===== config.mk =====
export PLATFORM = sky130hd
export DESIGN_NAME = sdgr_pixel_scan
export DESIGN_NICKNAME = d
export VERILOG_FILES = /design/src/rtl/sdgr_pkg.sv /design/src/rtl/sdgr_pixel_scan.sv
export SDC_FILE = /design/constraint.sdc
export NUM_CORES = 1
export LEC_CHECK = 0
export BUFFER_PORTS_ARGS = -buffer_cell sky130_fd_sc_hd__buf_4
export CAP_MARGIN = 20
export CORE_MARGIN = 3
export CORE_UTILIZATION = 57
export DETAILED_ROUTE_END_ITERATION = 8
export PLACE_DENSITY = 0.8
export RECOVER_POWER = 100
export SETUP_SLACK_MARGIN = 0.3
export SLEW_MARGIN = 10
export SYNTH_ARGS = -nofsm -noshare
export SYNTH_HDL_FRONTEND = slang
export SYNTH_SLANG_ARGS = --single-unit

===== constraint.sdc =====
create_clock -name i_clk -period 2.5 [get_ports i_clk]
set_input_delay 0 -clock i_clk [delete_from_list [all_inputs] [get_ports i_clk]]
set_output_delay 0 -clock i_clk [all_outputs]
set_load 0.005 [all_outputs]

===== src/rtl/sdgr_pkg.sv =====
package sdgr_pkg;

    localparam int SCREEN_COLUMNS = 128;
    localparam int SCREEN_ROWS    = 64;
    localparam int MAX_SCALE      = 4;

    localparam int PAGE_COUNT  = (SCREEN_ROWS + 7) / 8;
    localparam int STORE_BYTES = SCREEN_COLUMNS * PAGE_COUNT;
    localparam int ADDR_W      = $clog2(STORE_BYTES);
    localparam int BYTE_W      = 8;

    localparam int POS_X_W = 7;
    localparam int POS_Y_W = 6;

    localparam int GLYPH_COLS = 5;
    localparam int GLYPH_ROWS = 7;
    localparam int GC_W       = $clog2(GLYPH_COLS);
    localparam int GR_W       = 3;
    localparam int SC_W       = $clog2(MAX_SCALE + 1);
    localparam int COL_W      = $clog2((1 << POS_X_W) + GLYPH_COLS * MAX_SCALE);
    localparam int ROW_W      = $clog2((1 << POS_Y_W) + GLYPH_ROWS * MAX_SCALE);

    localparam logic [1:0] ACT_CLEAR = 2'd0;
    localparam logic [1:0] ACT_DRAW  = 2'd1;
    localparam logic [1:0] ACT_READ  = 2'd2;

    localparam logic [3:0] LAST_DIGIT = 4'd9;

    localparam logic [BYTE_W-1:0] FONT [0:9][0:4] = '{
        '{8'h3E, 8'h51, 8'h49, 8'h45, 8'h3E},
        '{8'h00, 8'h42, 8'h7F, 8'h40, 8'h00},
        '{8'h42, 8'h61, 8'h51, 8'h49, 8'h46},
        '{8'h21, 8'h41, 8'h45, 8'h4B, 8'h31},
        '{8'h18, 8'h14, 8'h12, 8'h7F, 8'h10},
        '{8'h27, 8'h45, 8'h45, 8'h45, 8'h39},
        '{8'h3C, 8'h4A, 8'h49, 8'h49, 8'h30},
        '{8'h01, 8'h71, 8'h09, 8'h05, 8'h03},
        '{8'h36, 8'h49, 8'h49, 8'h49, 8'h36},
        '{8'h06, 8'h49, 8'h49, 8'h29, 8'h1E}
    };

    function automatic logic [BYTE_W-1:0] font_col(input logic [3:0] digit,
                                                   input logic [GC_W-1:0] col);
        logic [BYTE_W-1:0] bits;
        bits = '0;
        if (digit <= LAST_DIGIT && 32'(col) < GLYPH_COLS) begin
            bits = FONT[digit][col];
        end
        return bits;
    endfunction

    typedef struct packed {
        logic              rd;
        logic              wr;
        logic [ADDR_W-1:0] addr;
        logic [BYTE_W-1:0] wdata;
    } t_mem_req;

    typedef struct packed {
        logic start;
        logic advance;
    } t_scan_ctl;

    typedef struct packed {
        logic              hit;
        logic              last;
        logic [ADDR_W-1:0] addr;
        logic [BYTE_W-1:0] mask;
    } t_scan_sts;

endpackage


===== src/rtl/sdgr_pixel_scan.sv =====
module sdgr_pixel_scan (
    input  logic                              i_clk,
    input  logic                              i_rst_n,
    input  sdgr_pkg::t_scan_ctl               i_ctl,
    input  logic [sdgr_pkg::POS_X_W-1:0]      i_pos_x,
    input  logic [sdgr_pkg::POS_Y_W-1:0]      i_pos_y,
    input  logic [3:0]                        i_digit,
    input  logic [sdgr_pkg::SC_W-1:0]         i_scale,
    output sdgr_pkg::t_scan_sts               o_sts
);

    logic                          r_run;
    logic [sdgr_pkg::ROW_W-1:0]    r_y;
    logic [3:0]                    r_digit;
    logic [sdgr_pkg::SC_W-1:0]     r_scale;
    logic [sdgr_pkg::GC_W-1:0]     r_c;
    logic [sdgr_pkg::GR_W-1:0]     r_r;
    logic [sdgr_pkg::SC_W-1:0]     r_dx;
    logic [sdgr_pkg::SC_W-1:0]     r_dy;
    logic [sdgr_pkg::COL_W-1:0]    r_col;
    logic [sdgr_pkg::ROW_W-1:0]    r_row;

    logic [sdgr_pkg::BYTE_W-1:0]   font_bits;
    logic                          in_screen;
    logic                          dy_wrap;
    logic                          glyph_row_wrap;
    logic                          dx_wrap;
    logic                          c_last;
    logic [sdgr_pkg::ROW_W-4:0]    page;

    always_comb begin
        font_bits = sdgr_pkg::font_col(r_digit, r_c);
        in_screen = (32'(r_col) < sdgr_pkg::SCREEN_COLUMNS)
                 && (32'(r_row) < sdgr_pkg::SCREEN_ROWS);
        dy_wrap   = sdgr_pkg::SC_W'(r_dy + 1'b1) == r_scale;
        dx_wrap   = sdgr_pkg::SC_W'(r_dx + 1'b1) == r_scale;
        glyph_row_wrap = r_r == sdgr_pkg::GR_W'(sdgr_pkg::GLYPH_ROWS - 1);
        c_last    = r_c == sdgr_pkg::GC_W'(sdgr_pkg::GLYPH_COLS - 1);
        page      = r_row[sdgr_pkg::ROW_W-1:3];

        o_sts.hit  = r_run && font_bits[r_r] && in_screen;
        o_sts.last = r_run && dy_wrap && glyph_row_wrap && dx_wrap && c_last;
        o_sts.addr = sdgr_pkg::ADDR_W'(r_col)
                   + sdgr_pkg::ADDR_W'(32'(page) * sdgr_pkg::SCREEN_COLUMNS);
        o_sts.mask = sdgr_pkg::BYTE_W'(1) << r_row[2:0];
    end

    always_ff @(posedge i_clk) begin
        if (!i_rst_n) begin
            r_run <= 1'b0;
        end else if (i_ctl.start) begin
            r_run <= 1'b1;
        end else if (i_ctl.advance && o_sts.last) begin
            r_run <= 1'b0;
        end
    end

    // walk order: dy inside r inside dx inside c
    always_ff @(posedge i_clk) begin
        if (i_ctl.start) begin
            r_y     <= sdgr_pkg::ROW_W'(i_pos_y);
            r_digit <= i_digit;
            r_scale <= i_scale;
            r_c     <= '0;
            r_r     <= '0;
            r_dx    <= '0;
            r_dy    <= '0;
            r_col   <= sdgr_pkg::COL_W'(i_pos_x);
            r_row   <= sdgr_pkg::ROW_W'(i_pos_y);
        end else if (i_ctl.advance && r_run) begin
            if (!dy_wrap) begin
                r_dy  <= sdgr_pkg::SC_W'(r_dy + 1'b1);
                r_row <= sdgr_pkg::ROW_W'(r_row + 1'b1);
            end else if (!glyph_row_wrap) begin
                r_dy  <= '0;
                r_r   <= sdgr_pkg::GR_W'(r_r + 1'b1);
                r_row <= sdgr_pkg::ROW_W'(r_row + 1'b1);
            end else begin
                r_dy  <= '0;
                r_r   <= '0;
                r_row <= r_y;
                r_col <= sdgr_pkg::COL_W'(r_col + 1'b1);
                if (!dx_wrap) begin
                    r_dx <= sdgr_pkg::SC_W'(r_dx + 1'b1);
                end else begin
                    r_dx <= '0;
                    r_c  <= sdgr_pkg::GC_W'(r_c + 1'b1);
                end
            end
        end
    end

endmodule


Word-level counts from Yosys, hierarchy flattened
Memories as Yosys holds them, arrays and structs flattened.
Cells that the tools add are included.
{"block": "totals", "ff_bits": 41, "mem_count": 1, "output_inout_bits": 20, "input_bits": 24, "mem_bits_ro": 640}
{"memory": "(name not given)", "depth": 16, "word_bits": 40, "rd": 1, "rd_ports_with_merged_regs": 0, "write_ports": 0, "line_no": "sdgr_pkg.sv:47", "rtl": "bits = FONT[digit][col];"}
{"block": "classes", "order_cmp": 7, "addsub": 7, "mux": 21, "n_reduce_logical": 18, "bitwise": 2, "n_eq_ne": 4, "shift": 1}
{"operator": "40-bit 2-to-1 mux", "n": 2}
{"operator": "7-bit 2-to-1 mux", "n": 6}
{"operator": "8-bit binary-select mux with 3-bit select", "n": 1}
{"operator": "8-bit 2-to-1 mux", "n": 3}
{"operator": "3-bit by 1-bit adder with 3-bit output, second input constant", "n": 4}
{"operator": "6-bit 2-to-1 mux", "n": 2}
{"operator": "8-bit by 10-bit adder with 10-bit output", "n": 1}
{"operator": "1-bit logical AND", "n": 10}
{"operator": "3-bit 2-to-1 mux", "n": 3}
{"operator": "8-bit by 1-bit adder with 8-bit output, second input constant", "n": 1}
{"operator": "8-bit < comparator, second input constant", "n": 1}
{"operator": "2-bit nonzero test", "n": 4}
{"operator": "1-bit by 3-bit left shift with 8-bit output, first input constant", "n": 1}
{"operator": "7-bit by 1-bit adder with 7-bit output, second input constant", "n": 1}
{"operator": "7-bit < comparator, second input constant", "n": 1}
{"operator": "3-bit == test", "n": 2}
{"operator": "3-bit == test, second input constant", "n": 2}
{"operator": "3-bit AND reduction", "n": 2}
{"operator": "5-bit greater-or-equal comparator, second input constant", "n": 1}
{"operator": "4-bit NOT with 5-bit output", "n": 1}
{"operator": "4-bit greater-or-equal comparator, second input constant", "n": 1}
{"operator": "4-bit <= comparator, second input constant", "n": 1}
{"operator": "3-bit by 4-bit < comparator with 1-bit output, second input constant", "n": 1}
{"operator": "3-bit NOT with 4-bit output", "n": 1}
{"operator": "other kinds (5)", "n": 7}

Depth between registers and ports, before layout
Gate-level depths: netlist of run 1.
{"block": "logic_depth", "word_depth": 12, "ltp_mapped": 9, "mapped_depth_nobuf": 8}

Least setup slack after synthesis of run 1
Ideal clock, no wire load.
{"block": "synth_timing", "path_kind": "register to register", "startpoint": "register r_dy[0] (netlist name)", "endpoint": "register r_col[0] (netlist name), enable pin", "synth_period_minus_slack_ns": 2.068, "path_buffers": 1, "slack_ns": 0.432, "path_stages_with_launch": 7, "arrival_ns": 1.800, "setup_ns": 0.268, "path_cell_list": "dfxtp_1 ha_1 xnor3_2 nand4_1 clkbuf_1 nor2_1 or2_2"}
{"block": "synth_via", "elab_chain_cells": 4}
{"item": "start: declaration", "line_no": "sdgr_pixel_scan.sv:19", "rtl": "logic [sdgr_pkg::SC_W-1:0] r_dy;"}
{"item": "start signal: assignment", "line_no": "sdgr_pixel_scan.sv:72", "rtl": "r_dy <= sdgr_pkg::SC_W'(r_dy + 1'b1);"}
{"item": "3-bit by 1-bit adder with 3-bit output", "line_no": "sdgr_pixel_scan.sv:35", "rtl": "dy_wrap = sdgr_pkg::SC_W'(r_dy + 1'b1) == r_scale;"}
{"item": "3-bit == test", "line_no": "sdgr_pixel_scan.sv:35"}
{"item": "2-bit nonzero test (no line)"}
{"item": "3-bit AND reduction (no line)"}
{"item": "end signal: assignment", "line_no": "sdgr_pixel_scan.sv:68", "rtl": "r_col <= sdgr_pkg::COL_W'(i_pos_x);"}
{"item": "end signal: assignment", "line_no": "sdgr_pixel_scan.sv:82", "rtl": "r_col <= sdgr_pkg::COL_W'(r_col + 1'b1);"}
{"item": "end: declaration", "line_no": "sdgr_pixel_scan.sv:20", "rtl": "logic [sdgr_pkg::COL_W-1:0] r_col;"}
No other way between the ends.
A chain may end at the register's enable or synchronous reset.

==> summary.txt, run 1 <==
Hold Path Sink = r_dy[1]
Cts bufs inserted = 5
Crit Reg-Reg Endpoint = r_row[6]
Chip width = 76.6 µm
Die area = 5870 µm²
Startpoint types = flip-flop
Rows = 25
Commonest non-fill, non-tap cells in the layout = nand2_1, buf_4, edfxtp_1, nor2_1, clkbuf_4
Unrepaired setup endpoints after global routing = yes
Outcome = complete, but fails checks
Final nets = 419
Min-delay src = i_ctl[0]
Mapped Nets = 357
Crit-path cells = inv_1 -> ha_4 -> a2111o_1 -> a31oi_1 -> a221o_1 -> nand4_1 -> a21o_1 -> buf_4
M1 WL = 2.91 mm
RD Place Congestion = 0.968
CP max FO = 4
Worst slew margin = -0.473
Fillers = 356
First-pass GRT wire length = 11.4 mm
Buf/Inv on CP = 2
Fmax = 441 MHz
WL met3 = 414 µm
Final Util = 0.742
Worst vdd ir = 0.402 mV
WS Path Type = flip-flop to output port
Pwr Density = 460 nW/µm²
Final Non-Filler Cells = 445
Setup violators final = 0
Violated checks = capacitance limit, slew limit
Netlist cell types = 53
Final wirelength = 6.80 mm
Clk pin slew, worst setup/hold paths = 0.09 ns
Slowest cell on the critical path = edfxtp_1
Placed Cells = 406
Clock tree root buffer cell = clkbuf_8
Yosys warnings = 0
Remaining Overflow, GRT = 0
Per-cell routed wire length = 15.3 µm
Synth area leaders = edfxtp_1, dfxtp_1, ha_1
Vias in the first global route = 2461
Minimum clock period after layout = 2.27 ns
Ys flop type = edfxtp_1
Post-synth EDFFs = 26
ANT cells = 0
Area grow syn2layout = 25.0%
ANT nets after route = 0
Largest net degree at the start of global routing = 54
Buffers added on ports = 43
Initial antenna violation count = 0
Cells after synthesis = 315
Post-Synth Simple-Gate Area = 0.215
Synth area leader = edfxtp_1
Starting DRT DRC Count = 257
Final TNS setup = 0 ns
Post-synth top area share = 0.275
Synthesized area = 2840 µm²
Static Leak = 1.43 nW
Final Hold Fails = 0
Vias = 2539
Commonest non-fill, non-tap cell in the layout = nand2_1
Mux cell area share after synthesis = 0.0304
Critical Path Max Stage Delay = 0.42 ns
DRC errors left = 0
Core area = 4790 µm²
Post-synthesis adder-cell area fraction = 0.0792
CP top delay family = compound AO/OA/AOI/OAI gates
Worst Path Required = 2.50 ns
Reg-to-Reg Start = r_dy[0]
Overall Power = 1.63 mW
Starting density of the core = 0.594
Area fraction in compound gates after synthesis = 0.168
Min-delay worst type = input port to flip-flop
Seq/Total Area, Yosys = 0.380
Share of cells above drive strength 1 = 0.198
Crit. End Element = output port
CTS tree = done
Max-cap violation count = 1
R2R setup slack = 0.26 ns
Detailed Routing Iterations Pass 1 = 5
Reg2Reg Depth = 6
Fin Clk Skew = 0.00946 ns
DP Wirelength = 4.53 mm
Clock sinks = 41
CTS H-tree lvls = 2
WHS Path Cells = 3
Clock Path Buffers = 2
I/O Pins = 44
Least-Margin Pin Slew = 2.21 ns
Async set-reset flop share out of synthesis = 0
Clock latency on the worst-skew pair = 0.30 ns
Overall die height = 76.6 µm
GRT Overall Usage = 0.236
Vias per inst = 5.71
Metal2 WL = 3.39 mm
Post-synthesis register bit count = 41
Synth Area in XOR/XNOR = 0.0687
Syn Area/Cell = 9.02 µm²
Highest Signal Layer = met4
Critical path data arrival time = 2.27 ns
Final period utilization = 0.908
Fin. max-slew vios = 54
Main combinational cell family by area after synthesis = simple AND/OR/NAND/NOR gates
==> layer usage <==
metal  up-vias  GRT usage
met3        15     0.0426
met5         -          0
li1       1255          -
met2       109      0.414
met1      1160      0.296
met4         0     0.0670
==> cells in the mapped netlist (2+ instances only) <==
cell       number
inv_1           9
a2111o_1        2
nor2_1         25
a21o_1          3
o31ai_1         4
mux2_2          5
and3b_1         2
buf_4           7
nand2_1        29
and3_1          7
o211ai_1        4
mux2i_1         3
xnor2_1         7
ha_1           18
o21ai_0        22
or2_2           2
nor4_1          2
nor2b_1        10
a21oi_1        20
and2_1          4
nand4_1         5
xor2_1         10
a2111oi_0       3
edfxtp_1       26
nand3b_1        2
clkbuf_1       16
nor3_1          4
nand2b_1        7
nand3_1        11
a31oi_1         9
dfxtp_1        15
==> report_power, final <==
group	leakage, nW	switching (mW)	total, mW	internal [mW]
clock network	0.0447	0.253	0.455	0.202
registers	0.379	0.0436	0.814	0.770
logic	1.00	0.174	0.366	0.192
total	1.43	0.471	1.63	1.16
==> through the flow <==
step	instance area, µm²	setup slack, ns	hold slack [ns]
after CTS	3570	0.300	0.0276
final	3550	0.230	0.0298
after global placement	3170	0.519	0.178
after floorplan	2840	0.432	0.0989
after global routing	3550	0.0948	0.0411
after detailed placement	3170	0.441	0.180
==> worst max path at each step <==
stage / start / to / depth (start not counted)
floorplan: r_dy[0] / r_col[0] / 6
global placement: r_dy[0] / r_row[0] / 7
detailed placement: r_dy[0] / r_row[6] / 6
CTS: r_digit[0] / o_sts[19] / 9
global route: r_digit[0] / o_sts[19] / 8
finish: r_digit[0] / o_sts[19] / 8
==> final cells by class <==
cell class / instances / area, µm² / share of cell area
Sequential cell: 41 / 1080 / 0.305
Timing Repair Buffer: 80 / 631 / 0.178
Clock inverter: 3 / 25.0 / 0.00704
Multi-Input combinational cell: 239 / 1620 / 0.457
Tap cell: 67 / 83.8 / 0.0236
Inverter: 10 / 37.5 / 0.0106
Clock buffer: 5 / 68.8 / 0.0194
==> repair_timing <==
action / 4_1_cts / 5_1_grt
buffers inserted: 7 / 3
setup endpoints to repair: 1 / 2
pin swaps: 4 / 5
endpoints found under the hold margin: 24 / 0
gates resized for setup: 9 / 4
gates cloned: 0 / 0
hold buffers: 21 / 0
==> state kept, by name (all words and copies together), names as in the netlist <==
name / count
r_dy: 3
r_row: 7
r_dx: 3
r_r: 3
r_run: 1
r_digit: 4
r_col: 8
r_c: 3
r_scale: 3
r_y: 6
==> worst min-delay path, stage by stage <==
cell,delay (ns)
buf_4,0.13
nand4_1,0.08
a21oi_1,0.07
==> cell families after synthesis <==
logic type	count (synthesis)
flip-flops	41
AND/OR/NAND/NOR	118
buffers and inverters	35
XOR/XNOR	19
multiplexers	8
adder cells (fa/ha/maj)	18
AO/OA/AOI/OAI	76
No activity file was read; power rests on OpenSTA's default activity.
==> run 2: changes to the inputs <==
- RECOVER_POWER: 100 -> 25
==> run 2 against run 1 <==
The flow still finishes with violations (capacitance limit, slew limit). Clock power about the same. Sequential power about the same. Core utilization up 0.89 points. Cell count unchanged. Global-route usage is the same. Critical endpoint unchanged. Largest cell class unchanged. Largest power group unchanged.
==> summary.txt, run 2 (synthesis gave the netlist of run 1 again) <==
Crit-path cells = buf_4 -> nor2b_1 -> a2111o_1 -> o22ai_1 -> a31oi_1 -> nand4_1 -> a21o_1 -> buf_4
Largest net degree at the start of global routing = 54
Final Non-Filler Cells = 445
Overall die height = 76.6 µm
Worst Path Required = 2.50 ns
Final Hold Fails = 0
Final wirelength = 6.83 mm
Vias in the first global route = 2461
Clock tree root buffer cell = clkbuf_8
Final nets = 419
Crit. End Element = output port
Critical Path Max Stage Delay = 0.55 ns
Min-delay src = i_ctl[0]
Per-cell routed wire length = 15.3 µm
DRC errors left = 0
RD Place Congestion = 0.968
Fmax = 454 MHz
Reg2Reg Depth = 6
Unrepaired setup endpoints after global routing = yes
Reg-to-Reg Start = r_dy[0]
Startpoint types = flip-flop
Commonest non-fill, non-tap cells in the layout = buf_4, nand2_1, edfxtp_1, nor2_1, o21ai_0
Final period utilization = 0.880
Largest Register = r_col
R2R setup slack = 0.39 ns
Setup violators final = 0
WHS Path Cells = 3
Vias = 2574
DP Wirelength = 4.53 mm
Buf/Inv on CP = 2
Buffers added on ports = 43
Fin Clk Skew = 0.00949 ns
Highest Signal Layer = met4
Violated checks = capacitance limit, slew limit
M1 WL = 2.85 mm
Remaining Overflow, GRT = 0
Share of cells above drive strength 1 = 0.230
Outcome = complete, but fails checks
Minimum clock period after layout = 2.20 ns
Max-cap violation count = 1
Cts bufs inserted = 5
Starting DRT DRC Count = 260
Least-Margin Pin Slew = 2.18 ns
Slowest cell on the critical path = edfxtp_1
Fin. max-slew vios = 54
ANT nets after route = 0
Clk pin slew, worst setup/hold paths = 0.09 ns
CP top delay family = compound AO/OA/AOI/OAI gates
CTS H-tree lvls = 2
Top cell by count, worst path = buf_4
Clock Path Buffers = 2
Core area = 4790 µm²
Final TNS setup = 0 ns
Dpl ws = 0.441 ns
Vias per inst = 5.78
Clock latency on the worst-skew pair = 0.30 ns
Max reg flops = 8
Commonest non-fill, non-tap cell in the layout = buf_4
Clock sinks = 41
CTS tree = done
WS Path Type = flip-flop to output port
WL met3 = 491 µm
Worst vdd ir = 0.406 mV
Worst slew margin = -0.453
Initial antenna violation count = 0
I/O Pins = 44
Die area = 5870 µm²
ANT cells = 0
Area grow syn2layout = 26.5%
Placed Cells = 406
CP max FO = 10
Largest registers = r_col: 8 flops, r_row: 7 flops, r_y: 6 flops
First-pass GRT wire length = 11.4 mm
Detailed Routing Iterations Pass 1 = 5
Worst setup margin = 0.300 ns
Crit Reg-Reg Endpoint = r_row[6]
Critical path data arrival time = 2.20 ns
Starting density of the core = 0.594
Min-delay worst type = input port to flip-flop
Static Leak = 1.46 nW
Metal2 WL = 3.36 mm
Hold Path Sink = r_dy[1]
Pwr Density = 459 nW/µm²
GRT Overall Usage = 0.236
Rows = 25
Chip width = 76.6 µm
==> run 2: tightest hold or removal path, stage by stage <==
cell and delay (ns):
buf_4 0.13, nand4_1 0.08, a21oi_1 0.07
==> run 2: layout make-up <==
class	count	area, µm²
multi-input cells	239	1640
fillers	340	1190
flip-flops and latches	41	1080
repair buffers	80	653
well taps	67	83.8
clock buffers	5	68.8
inverters	10	37.5
clock inverters	3	25.0
==> run 2: routing by layer <==
metal	vias to the layer above	GRT usage
met5	-	0
met4	0	0.0670
li1	1253	-
met1	1160	0.296
met2	141	0.414
met3	20	0.0426
==> run 2: power by group <==
part           leakage [nW]  internal, mW  switching (mW)
clock network        0.0447         0.202           0.256
registers             0.379         0.770          0.0446
logic                  1.04         0.201           0.176
total                  1.46          1.17           0.477
==> run 2: metrics by stage <==
stage	instance area [µm²]	power, mW	hold WS [ns]	utilization
3_5_place_dp	3170	1.14	0.180	0.661
6_report	3590	1.65	0.0304	0.751
4_1_cts	3570	1.64	0.0276	0.745
5_1_grt	3590	1.73	0.0411	0.751
3_3_place_gp	3170	1.13	0.178	0.661
2_1_floorplan	2840	1.02	0.0989	-
==> run 2: repair_timing <==
item / in CTS / in global routing
resized for setup: 9 / 4
buffers inserted: 7 / 3
pin swaps: 4 / 5
hold buffers: 21 / 0
setup endpoints to repair: 1 / 2
hold endpoints to repair: 24 / 0
==> run 2: worst max-delay path by stage <==
stage	end	from	depth (start not counted)
2_1_floorplan	r_col[0]	r_dy[0]	6
3_3_place_gp	r_row[0]	r_dy[0]	7
3_5_place_dp	r_row[6]	r_dy[0]	6
4_1_cts	o_sts[19]	r_digit[0]	9
5_1_grt	o_sts[19]	r_digit[0]	8
6_report	o_sts[19]	r_digit[3]	8
==> run 3: changes to the inputs <==
- CORE_UTILIZATION: 57 -> 62
- PLACE_DENSITY: 0.8 -> 0.86
- clock period: 2.5 -> 2.75 ns (I/O delays scaled with it)
==> run 3 against run 2 <==
Via count grew 1.9%. Critical path type unchanged. The run still ends with capacitance limit, slew limit left. Global-route usage increased by 2.7 points. Non-clock buffer count fell by 8. Critical endpoint unchanged.
==> summary.txt, run 3 (synthesis gave the netlist of run 1 again) <==
Largest registers = r_col: 8 flops, r_row: 7 flops, r_y: 6 flops
Violated checks = capacitance limit, slew limit
Starting density of the core = 0.677
CP max FO = 5
Unrepaired setup endpoints after global routing = yes
Per-cell routed wire length = 16.6 µm
Pwr Density = 420 nW/µm²
Vias = 2624
Final Hold Fails = 0
Commonest non-fill, non-tap cell in the layout = buf_4
Largest Register = r_col
First-pass GRT wire length = 11.1 mm
Fmax = 408 MHz
Final nets = 411
Clock sinks = 41
Final period utilization = 0.891
Placed Cells = 385
Remaining Overflow, GRT = 0
Chip width = 73.7 µm
Fin Clk Skew = 0.0137 ns
CTS H-tree lvls = 2
Vias in the first global route = 2391
Worst slew margin = -0.478
Final wirelength = 6.97 mm
Max reg flops = 8
ANT cells = 0
GRT Overall Usage = 0.262
Largest net degree at the start of global routing = 54
Clock latency on the worst-skew pair = 0.30 ns
Static Leak = 1.43 nW
DRC errors left = 0
Commonest non-fill, non-tap cells in the layout = buf_4, nand2_1, edfxtp_1, nor2_1, o21ai_0
Fillers = 267
RD Place Congestion = 1.02
Clock Path Buffers = 2
Final Non-Filler Cells = 420
Worst vdd ir = 0.480 mV
Setup violators final = 0
Area grow syn2layout = 21.3%
Rows = 23
Share of cells above drive strength 1 = 0.197
DP Wirelength = 4.60 mm
Buffers added on ports = 43
I/O Pins = 44
Final TNS setup = 0 ns
Cts bufs inserted = 5
Sequential cell area = 1080 µm²
Startpoint types = flip-flop
Vias per inst = 6.25
Crit. End Element = output port
Die area = 5430 µm²
Area of the multi-input gates = 1600 µm²
Worst Path Required = 2.75 ns
Overall die height = 73.7 µm
Clock tree root buffer cell = clkbuf_8
Critical path data arrival time = 2.45 ns
Initial antenna violation count = 0
Fin. max-slew vios = 54
Clk pin slew, worst setup/hold paths = 0.08 ns
CTS tree = done
Core area = 4200 µm²
Min-delay worst type = input port to flip-flop
Minimum clock period after layout = 2.45 ns
Outcome = complete, but fails checks
Max-cap violation count = 1
Least-Margin Pin Slew = 2.22 ns
Starting DRT DRC Count = 358
ANT nets after route = 0
Detailed Routing Iterations Pass 1 = 5
WS Path Type = flip-flop to output port
[run 3: cell count changes in the layout (fill, tap and decap cells not counted), moves of 3 or more]
cell / previous run / this run
inv_1: 6 / 9
ha_4: 3 / 0
inv_2: 3 / 0
dlygate4sd3_1: 21 / 18
ha_1: 15 / 18
buf_4: 49 / 44
[run 3: critical path, cell delays in order, from the launching register on]
cell,delay [ns]
edfxtp_1,0.39
inv_1,0.11
ha_1,0.25
nor2b_1,0.19
a2111o_1,0.42
a31oi_1,0.19
a221o_1,0.17
nand4_1,0.10
a21o_1,0.22
buf_4,0.13
[run 3: power breakdown]
| group | leakage [nW] | internal (mW) | switching (mW) |
|---|---|---|---|
| registers | 0.378 | 0.700 | 0.0417 |
| clock network | 0.0481 | 0.180 | 0.210 |
| logic | 0.999 | 0.164 | 0.153 |
[run 3: final timing paths]
kind | from | endpoint | slack, ns | cells past startpoint
worst max-delay path | r_digit[1] | o_sts[19] | 0.30 | 9
worst min-delay path | i_pos_x[2] | r_col[2] | 0.01 | 3
worst max register to register | r_dy[0] | r_row[6] | 0.65 | 6
worst min register to register | r_dy[1] | r_dy[1] | 0.46 | 2
[run 3: through the flow]
stage               worst slack, ns  total power, mW  hold slack, ns  utilization  instance area, µm²
floorplan                     0.682            0.928          0.0989            -                2840
global route                  0.160             1.52         0.00562        0.821                3450
global placement              0.573             1.02           0.178        0.741                3110
detailed placement            0.499             1.03           0.180        0.741                3110
CTS                           0.317             1.44        0.000649        0.809                3400
finish                        0.299             1.45          0.0139        0.821                3450
[run 3: area by class of cell]
type | count | share of cell area
clock buffers | 5 | 0.0200
clock inverters | 3 | 0.00653
inverters | 10 | 0.0109
multi-input cells | 239 | 0.463
flip-flops and latches | 41 | 0.313
well taps | 50 | 0.0181
repair buffers | 72 | 0.168
[run 3: timing repair]
item,4_1_cts,5_1_grt
resized for setup,0,1
hold buffers,18,0
setup endpoints to repair,1,16
hold endpoints to repair,20,0
cloned,0,0
pin swaps,0,1
buffers inserted,2,7
[run 3: per-layer routing]
metal / track usage / up-vias / share of wire
li1: - / 1245 / -
met1: 0.332 / 1216 / 0.41
met2: 0.439 / 141 / 0.49
met3: 0.0479 / 22 / 0.072
met4: 0.107 / 0 / 0.022
met5: 0 / - / 0
